[src/design/edge_loop_duplicate_detector_defines.svh]
// Assertion macros shared by the edge loop duplicate detector.
`ifndef EDGE_LOOP_DUPLICATE_DETECTOR_DEFINES_SVH
`define EDGE_LOOP_DUPLICATE_DETECTOR_DEFINES_SVH

// Same-cycle implication, checked on i_clk and disabled while i_rst_n is low.
`define ELDD_ASSERT_SAME(label, ante, cons, msg) \
    label: assert property (@(posedge i_clk) disable iff (!i_rst_n) (ante) |-> (cons)) \
        else $error(msg);

// Next-cycle implication, checked on i_clk and disabled while i_rst_n is low.
`define ELDD_ASSERT_NEXT(label, ante, cons, msg) \
    label: assert property (@(posedge i_clk) disable iff (!i_rst_n) (ante) |=> (cons)) \
        else $error(msg);

`endif

[src/design/eldd_pkg.sv]
// Package with the shared types and constants of the edge loop duplicate detector.
package eldd_pkg;

    // Width of one endpoint field on the input stream.
    localparam int NODE_IN_W   = 16;
    // Input tdata holds node_a then node_b.
    localparam int IN_TDATA_W  = 2 * NODE_IN_W;
    // Output tdata holds the three result flags, padded to one byte.
    localparam int OUT_TDATA_W = 8;
    localparam int OUT_PAD_W   = OUT_TDATA_W - 3;

    // Status handed from the key pipeline to the controller.
    typedef struct packed {
        logic valid;   // one-cycle pulse when a new key is ready
        logic loop;    // both endpoints are the same vertex
    } t_key_status;

endpackage

[src/design/eldd_key.sv]
// Three-stage pipeline that forms the order-free Cantor pairing key of an edge.
module eldd_key #(
    parameter int NODE_BITS = 16
) (
    input  logic                           i_clk,
    input  logic                           i_rst_n,
    input  logic                           i_start,
    input  logic [eldd_pkg::NODE_IN_W-1:0] i_node_a,
    input  logic [eldd_pkg::NODE_IN_W-1:0] i_node_b,
    output eldd_pkg::t_key_status          o_status,
    output logic [2*((NODE_BITS < eldd_pkg::NODE_IN_W) ? NODE_BITS
                                                       : eldd_pkg::NODE_IN_W)+1:0] o_key
);

    import eldd_pkg::*;

    // Only the low NODE_BITS bits of each endpoint take part, at most NODE_IN_W bits.
    localparam int EFF_BITS = (NODE_BITS < NODE_IN_W) ? NODE_BITS : NODE_IN_W;
    localparam int SUM_W    = EFF_BITS + 1;
    localparam int PROD_W   = 2 * SUM_W;
    localparam int TRI_W    = PROD_W - 1;
    localparam int KEY_W    = 2 * EFF_BITS + 2;

    logic [EFF_BITS-1:0] node_a;
    logic [EFF_BITS-1:0] node_b;
    logic [SUM_W-1:0]    n_sum;
    logic [EFF_BITS-1:0] n_lo;

    logic                r_v1;
    logic                r_v2;
    logic                r_v3;
    logic [SUM_W-1:0]    r_sum;
    logic [EFF_BITS-1:0] r_lo1;
    logic [EFF_BITS-1:0] r_lo2;
    logic                r_loop;
    logic [PROD_W-1:0]   r_prod;
    logic [KEY_W-1:0]    r_key;

    // Endpoint sum and smaller endpoint.
    always_comb begin
        node_a = i_node_a[EFF_BITS-1:0];
        node_b = i_node_b[EFF_BITS-1:0];
        n_sum  = {1'b0, node_a} + {1'b0, node_b};
        n_lo   = (node_a < node_b) ? node_a : node_b;
    end

    // Valid pulses travel with the data; each stage loads only on its pulse.
    always_ff @(posedge i_clk) begin
        if (!i_rst_n) begin
            r_v1 <= 1'b0;
            r_v2 <= 1'b0;
            r_v3 <= 1'b0;
        end else begin
            r_v1 <= i_start;
            r_v2 <= r_v1;
            r_v3 <= r_v2;
        end
        if (i_start) begin
            r_sum  <= n_sum;
            r_lo1  <= n_lo;
            r_loop <= (node_a == node_b);
        end
        // s*(s+1) is always even, so halving it later is exact.
        if (r_v1) begin
            r_prod <= PROD_W'(r_sum) * PROD_W'(r_sum + SUM_W'(1));
            r_lo2  <= r_lo1;
        end
        if (r_v2) begin
            r_key <= KEY_W'(r_prod[PROD_W-1:1]) + KEY_W'(r_lo2);
        end
    end

    assign o_status.valid = r_v3;
    assign o_status.loop  = r_loop;
    assign o_key          = r_key;

    // TRI_W documents the triangular number width carried into the key.
    if (TRI_W + 1 != KEY_W) begin : g_width_check
        $error("key width does not match triangular width");
    end

endmodule

[config.mk]
export PLATFORM = sky130hd
export DESIGN_NAME = eldd_key
export DESIGN_NICKNAME = d
export VERILOG_FILES = /design/src/design/edge_loop_duplicate_detector_defines.svh /design/src/design/eldd_pkg.sv /design/src/design/eldd_key.sv
export SDC_FILE = /design/constraint.sdc
export NUM_CORES = 1
export LEC_CHECK = 0
export BUFFER_PORTS_ARGS = -buffer_cell sky130_fd_sc_hd__clkbuf_2
export CORE_MARGIN = 1
export CORE_UTILIZATION = 50
export DETAILED_ROUTE_END_ITERATION = 16
export GPL_ROUTABILITY_DRIVEN = 1
export PLACE_DENSITY = 0.7
export SLEW_MARGIN = 5
export SYNTH_ARGS = -nofsm -noshare
export SYNTH_HDL_FRONTEND = slang
export SYNTH_SLANG_ARGS = --single-unit
[constraint.sdc]
create_clock -name i_clk -period 14.02 [get_ports i_clk]
set_input_delay 1.402 -clock i_clk [delete_from_list [all_inputs] [get_ports i_clk]]
set_output_delay 1.402 -clock i_clk [all_outputs]
set_load 0.05 [all_outputs]
==> flow_summary.ini, run 1 <==
[outcome]
status = completed

[synth]
synthCells = 1656
yosys.area.top_type = fa_1
synthTopCellsByCount = 362 x inv_1, 240 x fa_1, 168 x ha_1, 139 x nor2b_1, 130 x nand2b_1
synth.area.top_cells = fa_1 29%, edfxtp_1 21%, ha_1 13%
seq_area_frac_synth_pct = 21.64
ys_ff_latch = 120
ys_warn_count = 0
netlist_area_mm2 = 0.01651
syn-num-nets = 2099
synth_edf_count = 117
synth-main-ff-cell = edfxtp_1
async_flop_share_pct = 0
synth_top_area_share_pct = 29.10
syn_area_per_cell_um2 = 9.972
yosys.cell_count.top_type = inv_1
synth_cell_types = 52

[critical_path]
cp-endpoint = r_prod[30]
crit_path_end_kind = register
crit_path_max_fanout = 19
critPathKind = reg2reg
r2r-start = r_sum[3]
r2r-end = r_prod[30]
rrSetupSlack_ps = 5410
start_kind = register
cp.required_ps = 14180
startpoint = r_sum[3]
worst_r2r_path_depth = 25
worstPathArrival_ps = 8770

[clock_network]
cts_tree = built
cts_buffers = 17
hold_buffers = 0
clk_pin_slew_worst_paths_ps = 60
cts-root-buf = clkbuf_16
cts_resized = 0
postCtsSetupBuffers = 0
htree_levels = 4
clock_sinks = 120
cts_buffer_depth = 2
clock_latency_ps = 420

[sta]
setup-violations-final = 0
fin_crit_sh_pct = 61.44
slew_headroom_pct = 19.19
skew_ps = 11.03
slew_viol_final = 0
fin_crit_ps = 8614
max_freq_mhz = 116.1
worst_slew_pin_slew_ps = 1212
finalHoldViolCount = 0
grt_setup_unrepaired = no
finalSetupTns_ps = 0

[detailed_routing]
vias_per_cell = 5.372
dr_total_vias = 11620
first_iter_violations = 628
wl_per_cell_um = 17.87
drtAntennaViolNets = 0
wl_um = 38630
first_pass_iters = 6
route.detailed.drc = 0

[layout]
n_antenna_cell = 0
synthToLayoutAreaGrowth_pct = 8.145
layout.nets = 2150
drive_gt1_share_pct = 7.616

[grt]
grt_max_degree = 51
grt_pass1_wl_um = 62740
grt_antenna_before_repair = 0
grt_remaining_overflow = 0
grt_pass1_vias = 12040
grt_use_total_pct = 24.37

[placement]
place_congestion = 0.9676
port_buffers = 70
dp_hpwl_um = 30470

[floorplanning]
rows = 66
die_h_um = 183.7
pin_count = 71
start_util_pct = 50.75
core_area_mm2 = 0.03254
die_w_um = 183.7
dieArea_mm2 = 0.03376

[worst_hold_path]
min_path_type = reg2reg

[job]
max_cap_violations = 0
[how the worst min path moves through the flow]
stage / slack, ps / startpoint / endpoint / cells past startpoint
2_1_floorplan: 400 / r_lo1[0] / r_lo2[0] / 0
3_3_place_gp: 400 / r_lo1[0] / r_lo2[0] / 0
3_5_place_dp: 410 / r_lo1[0] / r_lo2[0] / 0
6_report: 420 / r_lo1[0] / r_lo2[0] / 0
5_1_grt: 430 / r_lo1[1] / r_lo2[1] / 0
4_1_cts: 420 / r_lo1[1] / r_lo2[1] / 0
[sequential cells by signal (all words and copies together) (netlist names)]
name,count
o_key,34
r_lo1,16
r_lo2,16
r_loop,1
r_prod,33
r_sum,17
r_v1,1
r_v2,1
r_v3,1
[placed cells by master (no fill, tap or decap), types with 40 or more instances in the layout]
| cell | n |
|---|---|
| ha_1 | 168 |
| xnor2_1 | 41 |
| fa_1 | 240 |
| nand2b_1 | 130 |
| nor2_1 | 50 |
| edfxtp_1 | 117 |
| inv_1 | 362 |
| o21ai_0 | 40 |
| nand2_1 | 53 |
| clkbuf_2 | 70 |
| nor2b_1 | 139 |
| a21oi_1 | 58 |
[area by class of cell]
class	instances	area (µm²)
clock buffers	22	454.2
inverters	364	1366
well taps	442	553.0
fillers	2906	14680
multi-input cells	1123	11380
clock inverters	10	97.59
repair buffers	81	432.9
flip-flops and latches	120	3575
[worst max-delay path: stages (launching register included)]
cell	delay (ps)
edfxtp_1	770
and3_1	320
and3_1	210
and4_1	250
nor2b_1	480
nand4_1	160
ha_1	720
nor2b_1	140
fa_1	520
inv_1	50
fa_1	490
inv_1	60
fa_1	480
fa_1	560
fa_1	510
inv_1	50
fa_1	470
inv_1	40
ha_1	360
a21oi_1	230
o21ai_0	150
a311oi_1	340
o21ai_0	160
a211oi_1	490
o21bai_1	150
xnor2_1	170
[logic make-up (layout without fill, tap and decap cells)]
group | Yosys count | in the layout | share of synthesized area (%)
muxes | 17 | 17 | 1.144
buffers and inverters | 413 | 477 | 9.448
and+or+nand+nor | 452 | 452 | 15.35
adders and majority gates | 408 | 408 | 41.82
AOI/OAI and AO/OA | 173 | 173 | 6.721
DFF | 120 | 120 | 21.64
xor gates and xnor gates | 73 | 73 | 3.872
[per-stage QoR]
stage,cell area (µm²),std cells,util [%],setup WS (ps),hold WS [ps]
after floorplan,16510,1656,-,6866,400.3
after global placement,17310,2130,53.19,5803,404.3
after detailed placement,17310,2130,53.19,5677,408.3
after CTS,17860,2162,54.89,5658,423.1
after global routing,17860,2162,54.89,5152,426.8
final,17860,2162,54.89,5406,423.0
[per-layer routing]
metal	vias to the layer above	global-route usage, %	part of all wire (%)
li1	5320	-	-
met1	5863	32.79	42
met5	-	0	0
met2	354	40.38	49
met3	78	3.269	5.5
met4	0	8.667	3.3
Power of run 1 is not shown: default switching activity piles up to over one toggle a cycle in this logic, so the estimate is an artifact.
==> run 2, diff against run 1 <==
ABC_AREA = 1   (was default)
clock period = 8.9 ns   (was 14.02 ns; I/O delays follow)
==> run 2 against run 1 <==
Net effect:
- via count is 18% higher
- maximum frequency grew 5.4%
- synthesized cell count rose by 25%
- cell count increased by 20%
- critical path type unchanged
- critical endpoint is now r_prod[29]
==> flow_summary.ini, run 2 <==
[clock_network]
hold_buffers = 0
cts_resized = 0
clk_pin_slew_worst_paths_ps = 60
cts_tree = built
cts_buffer_depth = 2
clock_latency_ps = 430
cts-root-buf = clkbuf_16
postCtsSetupBuffers = 0
htree_levels = 4
cts_buffers = 17
clock_sinks = 120

[grt]
grt_use_total_pct = 27.69
grt_antenna_before_repair = 0
grt_pass1_vias = 14270
grt_remaining_overflow = 0
grt_pass1_wl_um = 74880
grt_max_degree = 51

[synth]
synth_edf_count = 117
netlist_area_mm2 = 0.01714
syn-num-nets = 2520
synthCells = 2077
yosys.cell_count.top_type = inv_1
synth-main-ff-cell = edfxtp_1
syn_area_per_cell_um2 = 8.251
ys_warn_count = 0
synthTopCellsByCount = 486 x inv_1, 457 x nand2_1, 240 x fa_1, 228 x nor2_1, 168 x ha_1
synth_top_area_share_pct = 28.04
synth.area.top_cells = fa_1 28%, edfxtp_1 21%, ha_1 12%
ys_ff_latch = 120
async_flop_share_pct = 0
synth_cell_types = 47
yosys.area.top_type = fa_1
seq_area_frac_synth_pct = 20.85

[critical_path]
critPathBufInv = 5
cp.required_ps = 9070
cpMaxStageDelayCell = edfxtp_1
max_stage_delay_ps = 750
crit_path_end_kind = register
crit_top_cell = fa_1
worstPathArrival_ps = 8340
startpoint = r_sum[3]
crit_family = adder cells
crit_path_max_fanout = 11
start_kind = register
r2r-start = r_sum[3]
critPathKind = reg2reg

[layout]
synthToLayoutAreaGrowth_pct = 8.264
drive_gt1_share_pct = 6.381
design_area_mm2 = 0.01855
n_antenna_cell = 0
largest_reg_flops = 34
layout_commonest_cell = inv_1
layout.nets = 2577
layout_common_cells = 486 x inv_1, 457 x nand2_1, 240 x fa_1

[job]
max_cap_violations = 0

[floorplanning]
die_h_um = 187.1
die_w_um = 187.1
core_area_mm2 = 0.03362
dieArea_mm2 = 0.03502
pin_count = 71
rows = 67
start_util_pct = 50.98

[detailed_routing]
wl_um = 46490
first_pass_iters = 5
drtAntennaViolNets = 0
first_iter_violations = 1104
vias_per_cell = 5.302
route.detailed.drc = 0
wl_per_cell_um = 17.91
dr_total_vias = 13760

[worst_hold_path]
min_path_type = reg2reg
hp-start = r_lo1[4]

[sta]
max_freq_mhz = 122.3
fin_ws_ps = 725.3
worst_slew_pin_slew_ps = 1131
fin_crit_sh_pct = 91.85
finalSetupTns_ps = 0
slew_viol_final = 0
skew_ps = 17.78
grt_setup_unrepaired = no
slew_headroom_pct = 24.61
setup-violations-final = 0
finalHoldViolCount = 0
fin_crit_ps = 8175

[placement]
placed_area_mm2 = 0.01794
port_buffers = 70
place_congestion = 0.9893
place_ws_ps = 854.5
dp_hpwl_um = 38620

[outcome]
status = completed
[run 2: path summary, 6_finish.rpt]
kind                 to  slack, ps  cells past startpoint
max          r_prod[29]        730                     26
min            r_lo2[4]        420                      0
max reg2reg  r_prod[29]        730                     26
min reg2reg    r_lo2[4]        420                      0
[run 2: per-stage QoR]
step                      util, %  hold WS (ps)  std cells
after detailed placement    53.37         407.5       2563
after global routing        55.19         420.9       2595
after floorplan                 -         400.3       2077
after CTS                   55.19         420.4       2595
after global placement      53.37         406.1       2563
final                       55.19         415.2       2595
[run 2: cells by family after synthesis]
| family | share of synthesized area [%] |
|---|---|
| flops | 20.85 |
| simple gates | 20.33 |
| xor+xnor | 2.760 |
| buf+inv | 12.08 |
| fa+ha+maj | 40.30 |
| compound gates | 3.680 |
[run 2: worst register-to-register path, stage by stage, from the launching register on]
cell and delay, ps:
edfxtp_1 750, inv_4 190, nor3_2 410, nand2_2 140
nor3_2 230, nand3_1 140, or2_1 230, ha_1 490
clkinv_1 450, nand2_1 300, fa_1 450, fa_1 520
fa_1 520, inv_1 50, fa_1 510, fa_1 500
inv_1 60, fa_1 480, inv_1 40, ha_1 410
nand2_1 110, nor2_1 300, nand2_1 120, nor4_1 190
nand2_1 150, nand4_1 90, nand2_1 80
[run 2: final cells by class]
| type | count | area, µm² |
|---|---|---|
| clock buffer | 18 | 429.2 |
| multi-input combinational | 1415 | 11490 |
| tap | 448 | 560.5 |
| inverter | 499 | 1877 |
| timing repair buffer | 81 | 432.9 |
| sequential | 120 | 3575 |
| fill | 3102 | 15060 |
| clock inverter | 14 | 185.2 |
[run 2: layer usage]
metal  wire, µm  global-route usage (%)  vias to the layer above
met4       1452                   9.899                        0
met1      20290                   37.45                     6652
met5          0                       0                        -
met3       3626                   4.672                      101
met2      21120                   44.91                      592
li1           -                       -                     6413
Power of run 2 is left out for the same reason.
